### config.mk
export PLATFORM = sky130hd
export DESIGN_NAME = frame_mean_stddev
export DESIGN_NICKNAME = d
export VERILOG_FILES = /design/src/fms_pkg.sv /design/src/fms_solver.sv /design/src/frame_mean_stddev.sv
export SDC_FILE = /design/constraint.sdc
export NUM_CORES = 2
export LEC_CHECK = 0
export ABC_AREA = 0
export BUFFER_PORTS_ARGS = -buffer_cell sky130_fd_sc_hd__buf_2
export CORE_MARGIN = 3
export CORE_UTILIZATION = 35
export CTS_CLUSTER_SIZE = 25
export DETAILED_ROUTE_END_ITERATION = 12
export PLACE_DENSITY = 0.52
export SYNTH_ARGS = -nofsm -noshare
export SYNTH_HDL_FRONTEND = slang
export SYNTH_HIERARCHICAL = 1
export SYNTH_SLANG_ARGS = --single-unit
### constraint.sdc
create_clock -name clock -period 11.7 [get_ports clock]
set_input_delay 2.34 -clock clock [delete_from_list [all_inputs] [get_ports clock]]
set_output_delay 2.34 -clock clock [all_outputs]
set_load 0.005 [all_outputs]
### src/fms_pkg.sv
// fms_pkg: shared types and constants of the frame mean and deviation block
// used by fms_solver and frame_mean_stddev, no dependencies
`timescale 1ns / 1ps
`default_nettype none

package fms_pkg;

   localparam int DEF_MAX_COUNT    = 1024;
   localparam int DEF_SAMPLE_WIDTH = 16;

   // width of the q8 statistics on the result channel
   localparam int STAT_W        = 24;
   // fraction bits of the mean and of the variance fed to the root
   localparam int FRAC_BITS     = 8;
   localparam int VAR_FRAC_BITS = 16;

   typedef enum logic [2:0] {
      ST_IDLE,
      ST_MUL_N,
      ST_MUL_S,
      ST_MUL_D,
      ST_DIV_M,
      ST_DIV_V,
      ST_SQRT,
      ST_DONE
   } solve_state_type;

   typedef struct packed {
      logic start;
      logic take;
   } solve_cmd_type;

   typedef struct packed {
      logic ready;
      logic done;
   } solve_status_type;

endpackage

`default_nettype wire

### src/fms_solver.sv
// fms_solver: end of frame statistics on one shared add/subtract unit
// shift-add products, restoring division and digit-by-digit square root
// depends on fms_pkg
`timescale 1ns / 1ps
`default_nettype none

module fms_solver #(
   parameter int MAX_COUNT    = fms_pkg::DEF_MAX_COUNT,
   parameter int SAMPLE_WIDTH = fms_pkg::DEF_SAMPLE_WIDTH
) (
   input  wire logic                                            clock,
   input  wire logic                                            reset,
   input  wire fms_pkg::solve_cmd_type                          cmd,
   output fms_pkg::solve_status_type                            status,
   input  wire logic signed [SAMPLE_WIDTH+$clog2(MAX_COUNT+1)-1:0] tot_sum,
   input  wire logic [2*SAMPLE_WIDTH+$clog2(MAX_COUNT+1)-2:0]   tot_sumsq,
   input  wire logic [$clog2(MAX_COUNT+1)-1:0]                  tot_count,
   input  wire logic                                            tot_ovf,
   output logic [$clog2(MAX_COUNT+1)-1:0]                       res_count,
   output logic [fms_pkg::STAT_W-1:0]                           res_mean,
   output logic [fms_pkg::STAT_W-1:0]                           res_stddev,
   output logic                                                 res_ovf
);
   import fms_pkg::*;

   localparam int CNT_W  = $clog2(MAX_COUNT + 1);
   localparam int SUM_W  = SAMPLE_WIDTH + CNT_W;
   localparam int MAG_W  = SUM_W - 1;
   localparam int SQ_W   = 2 * SAMPLE_WIDTH + CNT_W - 1;
   localparam int DIFF_W = SQ_W + CNT_W;
   localparam int DEN_W  = 2 * CNT_W;
   localparam int DVD_W  = 2 * ((DIFF_W + VAR_FRAC_BITS + 1) / 2);
   localparam int RT_W   = DVD_W / 2;
   localparam int RM_W   = (DEN_W + 1 > RT_W + 3) ? DEN_W + 1 : RT_W + 3;
   localparam int U_W    = (DIFF_W > RM_W) ? DIFF_W : RM_W;
   localparam int STEP_W = $clog2(DVD_W);

   solve_state_type state_ff, state_in;

   logic [CNT_W-1:0]  cnt_ff, cnt_in;
   logic              ovf_ff, ovf_in;
   logic              neg_ff, neg_in;
   logic [MAG_W-1:0]  mag_ff, mag_in;
   logic [DIFF_W-1:0] acc_ff, acc_in;
   logic [DEN_W-1:0]  den_ff, den_in;
   logic [DIFF_W-1:0] mcand_ff, mcand_in;
   logic [MAG_W-1:0]  mplier_ff, mplier_in;
   logic [STEP_W-1:0] step_ff, step_in;
   logic [DVD_W-1:0]  dvd_ff, dvd_in;
   logic [RM_W-1:0]   rem_ff, rem_in;
   logic [RT_W-1:0]   root_ff, root_in;
   logic [STAT_W-1:0] mean_ff, mean_in;
   logic [STAT_W-1:0] sd_ff, sd_in;

   logic [U_W-1:0]    alu_a, alu_b;
   logic              alu_sub;
   logic [U_W:0]      alu_res;
   logic              alu_ge;

   logic [SUM_W-1:0]  sum_abs;
   logic [DEN_W-1:0]  divisor;
   logic [RM_W-1:0]   div_rem_sh, sq_rem_sh, sq_trial;
   logic [DVD_W-1:0]  quot_next;
   logic [STAT_W-1:0] mean_mag;
   logic              step_last;

   assign sum_abs    = tot_sum[SUM_W-1] ? (~tot_sum + SUM_W'(1)) : tot_sum;
   assign divisor    = (state_ff == ST_DIV_M) ? DEN_W'(cnt_ff) : den_ff;
   assign div_rem_sh = RM_W'({rem_ff[DEN_W-1:0], dvd_ff[DVD_W-1]});
   assign sq_rem_sh  = {rem_ff[RM_W-3:0], dvd_ff[DVD_W-1 -: 2]};
   assign sq_trial   = RM_W'({root_ff, 2'b01});
   assign step_last  = (step_ff == '0);

   // shared unit operand selection
   always_comb begin
      alu_a   = '0;
      alu_b   = '0;
      alu_sub = 1'b0;
      unique case (state_ff) inside
         ST_MUL_N: begin
            alu_a = U_W'(acc_ff);
            alu_b = U_W'(mcand_ff);
         end
         ST_MUL_S: begin
            alu_a   = U_W'(acc_ff);
            alu_b   = U_W'(mcand_ff);
            alu_sub = 1'b1;
         end
         ST_MUL_D: begin
            alu_a = U_W'(den_ff);
            alu_b = U_W'(mcand_ff);
         end
         ST_DIV_M, ST_DIV_V: begin
            alu_a   = U_W'(div_rem_sh);
            alu_b   = U_W'(divisor);
            alu_sub = 1'b1;
         end
         ST_SQRT: begin
            alu_a   = U_W'(sq_rem_sh);
            alu_b   = U_W'(sq_trial);
            alu_sub = 1'b1;
         end
         default: begin
         end
      endcase
   end

   // carry out on a subtract means a >= b
   assign alu_res   = {1'b0, alu_a} + {1'b0, alu_b ^ {U_W{alu_sub}}} + (U_W+1)'(alu_sub);
   assign alu_ge    = alu_res[U_W];
   assign quot_next = {dvd_ff[DVD_W-2:0], alu_ge};
   assign mean_mag  = STAT_W'(quot_next);

   // next state
   always_comb begin
      state_in = state_ff;
      unique case (state_ff)
         ST_IDLE:  if (cmd.start) state_in = ST_MUL_N;
         ST_MUL_N: if (step_last) state_in = ST_MUL_S;
         ST_MUL_S: if (step_last) state_in = ST_MUL_D;
         ST_MUL_D: if (step_last) state_in = ST_DIV_M;
         ST_DIV_M: if (step_last) state_in = ST_DIV_V;
         ST_DIV_V: if (step_last) state_in = ST_SQRT;
         ST_SQRT:  if (step_last) state_in = ST_DONE;
         ST_DONE:  if (cmd.take) state_in = ST_IDLE;
         default:  state_in = ST_IDLE;
      endcase
   end

   // datapath and outputs
   always_comb begin
      cnt_in    = cnt_ff;
      ovf_in    = ovf_ff;
      neg_in    = neg_ff;
      mag_in    = mag_ff;
      acc_in    = acc_ff;
      den_in    = den_ff;
      mcand_in  = mcand_ff;
      mplier_in = mplier_ff;
      step_in   = step_ff - STEP_W'(1);
      dvd_in    = dvd_ff;
      rem_in    = rem_ff;
      root_in   = root_ff;
      mean_in   = mean_ff;
      sd_in     = sd_ff;
      unique case (state_ff) inside
         ST_IDLE: begin
            step_in = step_ff;
            if (cmd.start) begin
               cnt_in    = tot_count;
               ovf_in    = tot_ovf;
               neg_in    = tot_sum[SUM_W-1];
               mag_in    = sum_abs[MAG_W-1:0];
               acc_in    = '0;
               den_in    = '0;
               mcand_in  = DIFF_W'(tot_sumsq);
               mplier_in = MAG_W'(tot_count);
               step_in   = STEP_W'(CNT_W - 1);
            end
         end
         ST_MUL_N, ST_MUL_S, ST_MUL_D: begin
            if (mplier_ff[0]) begin
               if (state_ff == ST_MUL_D) den_in = alu_res[DEN_W-1:0];
               else acc_in = alu_res[DIFF_W-1:0];
            end
            mcand_in  = {mcand_ff[DIFF_W-2:0], 1'b0};
            mplier_in = {1'b0, mplier_ff[MAG_W-1:1]};
            if (step_last) begin
               unique case (state_ff) inside
                  ST_MUL_N: begin
                     // n * sum of squares done, now subtract sum squared
                     mcand_in  = DIFF_W'(mag_ff);
                     mplier_in = mag_ff;
                     step_in   = STEP_W'(MAG_W - 1);
                  end
                  ST_MUL_S: begin
                     mcand_in  = DIFF_W'(cnt_ff);
                     mplier_in = MAG_W'(cnt_ff);
                     step_in   = STEP_W'(CNT_W - 1);
                  end
                  default: begin
                     dvd_in  = DVD_W'({mag_ff, {FRAC_BITS{1'b0}}});
                     rem_in  = '0;
                     step_in = STEP_W'(DVD_W - 1);
                  end
               endcase
            end
         end
         ST_DIV_M, ST_DIV_V: begin
            rem_in = alu_ge ? RM_W'(alu_res[U_W-1:0]) : div_rem_sh;
            dvd_in = quot_next;
            if (step_last) begin
               rem_in = '0;
               if (state_ff == ST_DIV_M) begin
                  mean_in = neg_ff ? (~mean_mag + STAT_W'(1)) : mean_mag;
                  dvd_in  = DVD_W'({acc_ff, {VAR_FRAC_BITS{1'b0}}});
                  step_in = STEP_W'(DVD_W - 1);
               end else begin
                  root_in = '0;
                  step_in = STEP_W'(RT_W - 1);
               end
            end
         end
         ST_SQRT: begin
            rem_in  = alu_ge ? RM_W'(alu_res[U_W-1:0]) : sq_rem_sh;
            root_in = {root_ff[RT_W-2:0], alu_ge};
            dvd_in  = {dvd_ff[DVD_W-3:0], 2'b00};
            if (step_last) sd_in = STAT_W'({root_ff[RT_W-2:0], alu_ge});
         end
         default: begin
            step_in = step_ff;
         end
      endcase

      status.ready = (state_ff == ST_IDLE);
      status.done  = (state_ff == ST_DONE);
      res_count    = cnt_ff;
      res_mean     = mean_ff;
      res_stddev   = sd_ff;
      res_ovf      = ovf_ff;
   end

   always_ff @(posedge clock) begin
      if (reset) begin
         state_ff <= ST_IDLE;
      end else begin
         state_ff <= state_in;
      end
   end

   always_ff @(posedge clock) begin
      cnt_ff    <= cnt_in;
      ovf_ff    <= ovf_in;
      neg_ff    <= neg_in;
      mag_ff    <= mag_in;
      acc_ff    <= acc_in;
      den_ff    <= den_in;
      mcand_ff  <= mcand_in;
      mplier_ff <= mplier_in;
      step_ff   <= step_in;
      dvd_ff    <= dvd_in;
      rem_ff    <= rem_in;
      root_ff   <= root_in;
      mean_ff   <= mean_in;
      sd_ff     <= sd_in;
   end

   a_rem_below_divisor: assert property (@(posedge clock) disable iff (reset)
      (state_ff == ST_DIV_M || state_ff == ST_DIV_V) |-> (RM_W'(divisor) > rem_ff))
      else $error("division remainder not below divisor");

   a_den_nonzero: assert property (@(posedge clock) disable iff (reset)
      (state_ff == ST_DIV_V) |-> (den_ff != '0))
      else $error("variance divisor is zero");

   a_done_after_root: assert property (@(posedge clock) disable iff (reset)
      $rose(state_ff == ST_DONE) |-> ($past(state_ff) == ST_SQRT))
      else $error("result ready without square root pass");

endmodule

`default_nettype wire

### src/frame_mean_stddev.sv
// frame_mean_stddev: top level, frame accumulators and result register
// depends on fms_pkg and fms_solver
//
// usage: samples arrive on the req_ channel, one request per cycle, with
// req_last_sample high on the final sample of a frame. a request is taken
// at a rising edge with req_valid high and req_stall low. each frame gives
// one response on the rsp_ channel: sample count, mean and population
// standard deviation in q8 (mean truncated toward zero, deviation floored)
// and an overflow flag when the frame held more than MAX_COUNT samples
// (samples past MAX_COUNT are dropped from the statistics)
// throughput: one sample per cycle inside a frame. after the last sample,
// req_stall stays high for one cycle, or until the solver is free, while
// the frame totals move into the solver; the next frame then accumulates
// while the solver works
// the solver works through the products, the mean and variance divisions
// and the square root in turn on its single shared add/subtract unit
// a stalled response holds in the output register; a finished solve then
// waits in the solver, and a further frame end waits behind it
// reset (synchronous) clears the accumulators, the solver and rsp_valid
`timescale 1ns / 1ps
`default_nettype none

module frame_mean_stddev #(
   parameter int MAX_COUNT    = fms_pkg::DEF_MAX_COUNT,
   parameter int SAMPLE_WIDTH = fms_pkg::DEF_SAMPLE_WIDTH
) (
   input  wire logic                                  clock,
   input  wire logic                                  reset,
   input  wire logic                                  req_valid,
   output logic                                       req_stall,
   input  wire logic signed [SAMPLE_WIDTH-1:0]        req_sample,
   input  wire logic                                  req_last_sample,
   output logic                                       rsp_valid,
   input  wire logic                                  rsp_stall,
   output logic [$clog2(MAX_COUNT+1)-1:0]             rsp_sample_count,
   output logic signed [fms_pkg::STAT_W-1:0]          rsp_mean_q8,
   output logic [fms_pkg::STAT_W-1:0]                 rsp_stddev_q8,
   output logic                                       rsp_overflow
);
   import fms_pkg::*;

   localparam int CNT_W = $clog2(MAX_COUNT + 1);
   localparam int SUM_W = SAMPLE_WIDTH + CNT_W;
   localparam int SQ_W  = 2 * SAMPLE_WIDTH + CNT_W - 1;

   // frame accumulators
   logic signed [SUM_W-1:0] sum_ff, sum_in;
   logic [SQ_W-1:0]         sumsq_ff, sumsq_in;
   logic [CNT_W-1:0]        count_ff, count_in;
   logic                    ovf_ff, ovf_in;
   // a finished frame is waiting for the solver
   logic                    pend_ff, pend_in;

   logic signed [2*SAMPLE_WIDTH-1:0] sq_prod;
   logic                    req_take;

   solve_cmd_type           cmd;
   solve_status_type        status;
   logic [CNT_W-1:0]        res_count;
   logic [STAT_W-1:0]       res_mean, res_stddev;
   logic                    res_ovf;

   // response register
   logic                    rsp_valid_ff, rsp_valid_in;
   logic [CNT_W-1:0]        rsp_count_ff;
   logic [STAT_W-1:0]       rsp_mean_ff, rsp_sd_ff;
   logic                    rsp_ovf_ff;

   assign req_stall = pend_ff;
   assign req_take  = req_valid && !pend_ff;

   // square of the sample, always non-negative
   assign sq_prod = req_sample * req_sample;

   // hand totals over once the solver is idle, take a result once the
   // response register is free or being emptied
   assign cmd.start = pend_ff && status.ready;
   assign cmd.take  = status.done && (!rsp_valid_ff || !rsp_stall);

   always_comb begin
      sum_in   = sum_ff;
      sumsq_in = sumsq_ff;
      count_in = count_ff;
      ovf_in   = ovf_ff;
      pend_in  = pend_ff;
      if (cmd.start) begin
         // solver has latched the totals, start a fresh frame
         sum_in   = '0;
         sumsq_in = '0;
         count_in = '0;
         ovf_in   = 1'b0;
         pend_in  = 1'b0;
      end else if (req_take) begin
         if (count_ff < CNT_W'(MAX_COUNT)) begin
            sum_in   = sum_ff + SUM_W'(req_sample);
            sumsq_in = sumsq_ff + SQ_W'($unsigned(sq_prod));
            count_in = count_ff + CNT_W'(1);
         end else begin
            // frame too long, sample dropped
            ovf_in = 1'b1;
         end
         pend_in = req_last_sample;
      end
   end

   always_comb begin
      rsp_valid_in = rsp_valid_ff;
      if (cmd.take) rsp_valid_in = 1'b1;
      else if (rsp_valid_ff && !rsp_stall) rsp_valid_in = 1'b0;
   end

   always_ff @(posedge clock) begin
      if (reset) begin
         sum_ff       <= '0;
         sumsq_ff     <= '0;
         count_ff     <= '0;
         ovf_ff       <= 1'b0;
         pend_ff      <= 1'b0;
         rsp_valid_ff <= 1'b0;
      end else begin
         sum_ff       <= sum_in;
         sumsq_ff     <= sumsq_in;
         count_ff     <= count_in;
         ovf_ff       <= ovf_in;
         pend_ff      <= pend_in;
         rsp_valid_ff <= rsp_valid_in;
      end
   end

   // response payload, loaded only when a result is taken
   always_ff @(posedge clock) begin
      if (cmd.take) begin
         rsp_count_ff <= res_count;
         rsp_mean_ff  <= res_mean;
         rsp_sd_ff    <= res_stddev;
         rsp_ovf_ff   <= res_ovf;
      end
   end

   fms_solver #(
      .MAX_COUNT    (MAX_COUNT),
      .SAMPLE_WIDTH (SAMPLE_WIDTH)
   ) u_solver (
      .clock      (clock),
      .reset      (reset),
      .cmd        (cmd),
      .status     (status),
      .tot_sum    (sum_ff),
      .tot_sumsq  (sumsq_ff),
      .tot_count  (count_ff),
      .tot_ovf    (ovf_ff),
      .res_count  (res_count),
      .res_mean   (res_mean),
      .res_stddev (res_stddev),
      .res_ovf    (res_ovf)
   );

   assign rsp_valid        = rsp_valid_ff;
   assign rsp_sample_count = rsp_count_ff;
   assign rsp_mean_q8      = rsp_mean_ff;
   assign rsp_stddev_q8    = rsp_sd_ff;
   assign rsp_overflow     = rsp_ovf_ff;

   a_count_bound: assert property (@(posedge clock) disable iff (reset)
      count_ff <= CNT_W'(MAX_COUNT))
      else $error("sample count beyond frame limit");

   a_ovf_only_full: assert property (@(posedge clock) disable iff (reset)
      ovf_ff |-> (count_ff == CNT_W'(MAX_COUNT)))
      else $error("overflow flagged on a frame that is not full");

   a_start_clears: assert property (@(posedge clock) disable iff (reset)
      cmd.start |=> (count_ff == '0 && !ovf_ff && !pend_ff))
      else $error("accumulators not cleared after hand-over");

   a_rsp_from_solver: assert property (@(posedge clock) disable iff (reset)
      $rose(rsp_valid_ff) |-> $past(status.done))
      else $error("response raised without a finished solve");

endmodule

`default_nettype wire

==> flow_summary.yaml <==
setup_path:
  rrSetupSlack_ns: 4.36
  slowest_delay_ns: 0.64
  critical_path.max_fanout: 16
  path_class: "in2reg"
  cp_slowest_cell: "a2111oi_0"
  timing.rr.start: "u_solver/state_ff[0]$_SDFFE_PP0P_"
  critPathLaunchType: "input port"
  timing.rr.end: "u_solver/res_mean[22]$_DFFE_PP_"
  crit_required_ns: 12.20
  arrival_ns: 10.56
  crit_path_end_kind: "flop"
  r2r.worst_path.cells: 24
  cpMostUsedCell: "fa_1"
routing:
  wl_per_cell_um: 20.2
  vias_per_cell: 5.34
  ant_nets: 0
  drt_iter0_drc: 2392
  drc: 0
  drt_wl_total_um: 108000
  first_pass_iters: 8
  vias: 28435
synth:
  synth_seq_cells: 535
  synth_edf_count: 449
  yosys_warnings: 6
  synth_top_area_share: 0.350
  ys.flop_type: "edfxtp_1"
  async_reset_ff_frac: 0
  syn_avg_cell_area_um2: 10.1
  muxShareOfSynthArea: 0.00626
  syn_area_mm2: 0.0386
  yosysSeqAreaShare: 0.394
  synth-compound-area-share: 0.157
  ys_top_cells_by_area: "edfxtp_1 35%, fa_1 12%, ha_1 6.7%, dfxtp_1 4.5%, nand2_1 4.2%"
  yosys.area_share.xor_xnor: 0.0518
  synth_fp_nets: 4272
  synth.distinct_cells: 106
  yosys.area_share.adder: 0.191
  synth_top_family_by_area: "adder cells"
  synth_cells: 3806
  synth-simple-area-share: 0.142
  synth_top_cell_by_area: "edfxtp_1"
floorplan:
  rows: 121
  io_pins: 83
  die_w_um: 338
  dieArea_mm2: 0.114
  start_util: 0.353
  fp.coreArea_mm2: 0.109
  die_h_um: 338
sta:
  max_freq_ghz: 0.0995
  drv_slew: 0
  setup_viol: 0
  skew_ns: 0.0297
  fin_crit_sh: 0.859
  finalCriticalPeriod_ns: 10.05
  hold_viol: 0
  rsz0062_at_grt: "false"
  tns_ns: 0
  worst_pin_slew_ns: 1.25
  relSlewSlack: 0.167
clocking:
  clk_path_buf_depth: 3
  cts_tree: "done"
  cts_num_sinks: 535
  clkTransAtPathRegs_ns: 0.06
  htree_levels: 2
  cts_hold_buf: 0
  clock_latency_ns: 0.65
  cts_setup_buffers: 0
  numCtsBuffers: 58
  cts_resized: 0
  cts-root-buf: "clkbuf_16"
grt:
  grt_pass1_vias: 28584
  overflow: 0
  met2_usage: 0.302
  gr-usage-met1: 0.270
  grt_antenna_before_repair: 1
  grt_max_degree: 80
  grt_pass1_wl_um: 169000
  gr-usage-met3: 0.0232
  grt_usage: 0.187
  top_usage_layer: "met2"
final_layout:
  drive_above_1_share: 0.0759
  areaGrowthSynthToFinish_pct: 9.80
  nFillCells: 10834
  post-route-util: 0.388
  diodes: 0
  final_nets: 4263
placed_design:
  dp_hpwl_um: 77900
  routabilityCongestion: 0.906
  port_buffers: 82
worst_hold_path:
  min-delay-start: "u_solver/res_mean[5]$_DFFE_PP_"
  hold_path_depth: 0
  worstHoldEndpoint: "rsp_mean_q8[5]$_DFFE_PP_"
  hold_class: "reg2reg"
job:
  drv_cap: 0
status:
  status: "complete, no violations"
[metrics by stage]
| step | std cells | setup WS (ns) | area, um2 | hold WS (ns) |
|---|---|---|---|---|
| after global placement | 5213 | 1.10 | 40500 | 0.402 |
| after global routing | 5323 | 1.10 | 42300 | 0.420 |
| final | 5323 | 1.65 | 42300 | 0.418 |
| after detailed placement | 5213 | 1.03 | 40500 | 0.405 |
| after CTS | 5323 | 1.69 | 42300 | 0.418 |
| after floorplan | 3806 | 1.18 | 38600 | 0.400 |
[cells in the final DEF, fill, tap and decap left out, types with 72 or more instances in the layout]
| cell type | instances |
|---|---|
| dfxtp_1 | 86 |
| and2_1 | 72 |
| and3_1 | 108 |
| inv_1 | 390 |
| nand2_1 | 431 |
| ha_1 | 205 |
| nand3_1 | 125 |
| o21ai_0 | 132 |
| xnor2_1 | 174 |
| fa_1 | 240 |
| edfxtp_1 | 449 |
| a21oi_1 | 218 |
| nor2_1 | 192 |
| buf_2 | 82 |
[synthesized netlist by cell type, drive strengths merged, types with 68 or more instances]
master and count:
edfxtp 449, nand2 431, inv 392, fa 240
a21oi 220, ha 205, nor2 200, xnor2 174
clkbuf 157, o21ai 152, nand3 128, and3 115
dfxtp 86, and2 74, a21o 68
[layer usage]
layer	part of all wire	vias up
met5	0.00012	-
met4	0.018	2
met3	0.058	113
met2	0.45	816
met1	0.47	13969
li1	-	13535
[registers in the layout, indices dropped and copies added, names as in the netlist, 22 cells and up]
signal,count
u_solver/den_ff,22
rsp_mean_q8,24
u_solver/acc_ff,53
u_solver/mplier_ff,26
u_solver/mag_ff,26
u_solver/rem_ff,36
u_solver/dvd_ff,70
u_solver/mcand_ff,53
u_solver/res_mean,24
rsp_stddev_q8,24
sumsq_ff,42
sum_ff,27
u_solver/res_stddev,24
u_solver/root_ff,35
[critical path: cells and delay by family]
| family | cells | cell delay (ns) |
|---|---|---|
| adders and majority gates | 8 | 3.60 |
| AOI/OAI and AO/OA | 14 | 3.22 |
| and+or+nand+nor | 5 | 0.71 |
| buffers and inverters | 6 | 0.69 |
[kinds of logic (layout without fill, tap and decap cells)]
logic type / after synthesis / in the layout
simple gates: 1141 / 1141
buf+inv: 585 / 626
xor+xnor: 228 / 228
mux: 24 / 24
compound gates: 848 / 848
fa+ha+maj: 445 / 445
flops: 535 / 535
[worst max-delay path by stage]
stage / from / to / slack, ns / cells after the start
3_3_place_gp: req_sample[10] / sumsq_ff[33]$_SDFFE_PP0P_ / 1.10 / 33
5_1_grt: req_sample[1] / sumsq_ff[33]$_SDFFE_PP0P_ / 1.10 / 33
4_1_cts: req_sample[10] / sumsq_ff[33]$_SDFFE_PP0P_ / 1.69 / 33
6_report: req_sample[1] / sumsq_ff[33]$_SDFFE_PP0P_ / 1.65 / 33
3_5_place_dp: req_sample[10] / sumsq_ff[33]$_SDFFE_PP0P_ / 1.03 / 33
2_1_floorplan: u_solver/state_ff[1]$_SDFFE_PP0P_ / u_solver/dvd_ff[0]$_DFFE_PP_ / 1.18 / 9
[final cells by class]
class / instances / area [um2] / share of cell area
Inverter: 394 / 1480 / 0.0349
Multi-Input combinational cell: 2686 / 21200 / 0.501
Tap cell: 1476 / 1850 / 0.0436
Timing Repair Buffer: 122 / 711 / 0.0168
Clock buffer: 72 / 1520 / 0.0360
Clock inverter: 38 / 350 / 0.00827
Sequential cell: 535 / 15200 / 0.359
Power is left out: the tool's default activity adds up to more than one toggle a clock period on the data nets, which glitch-free logic cannot reach.
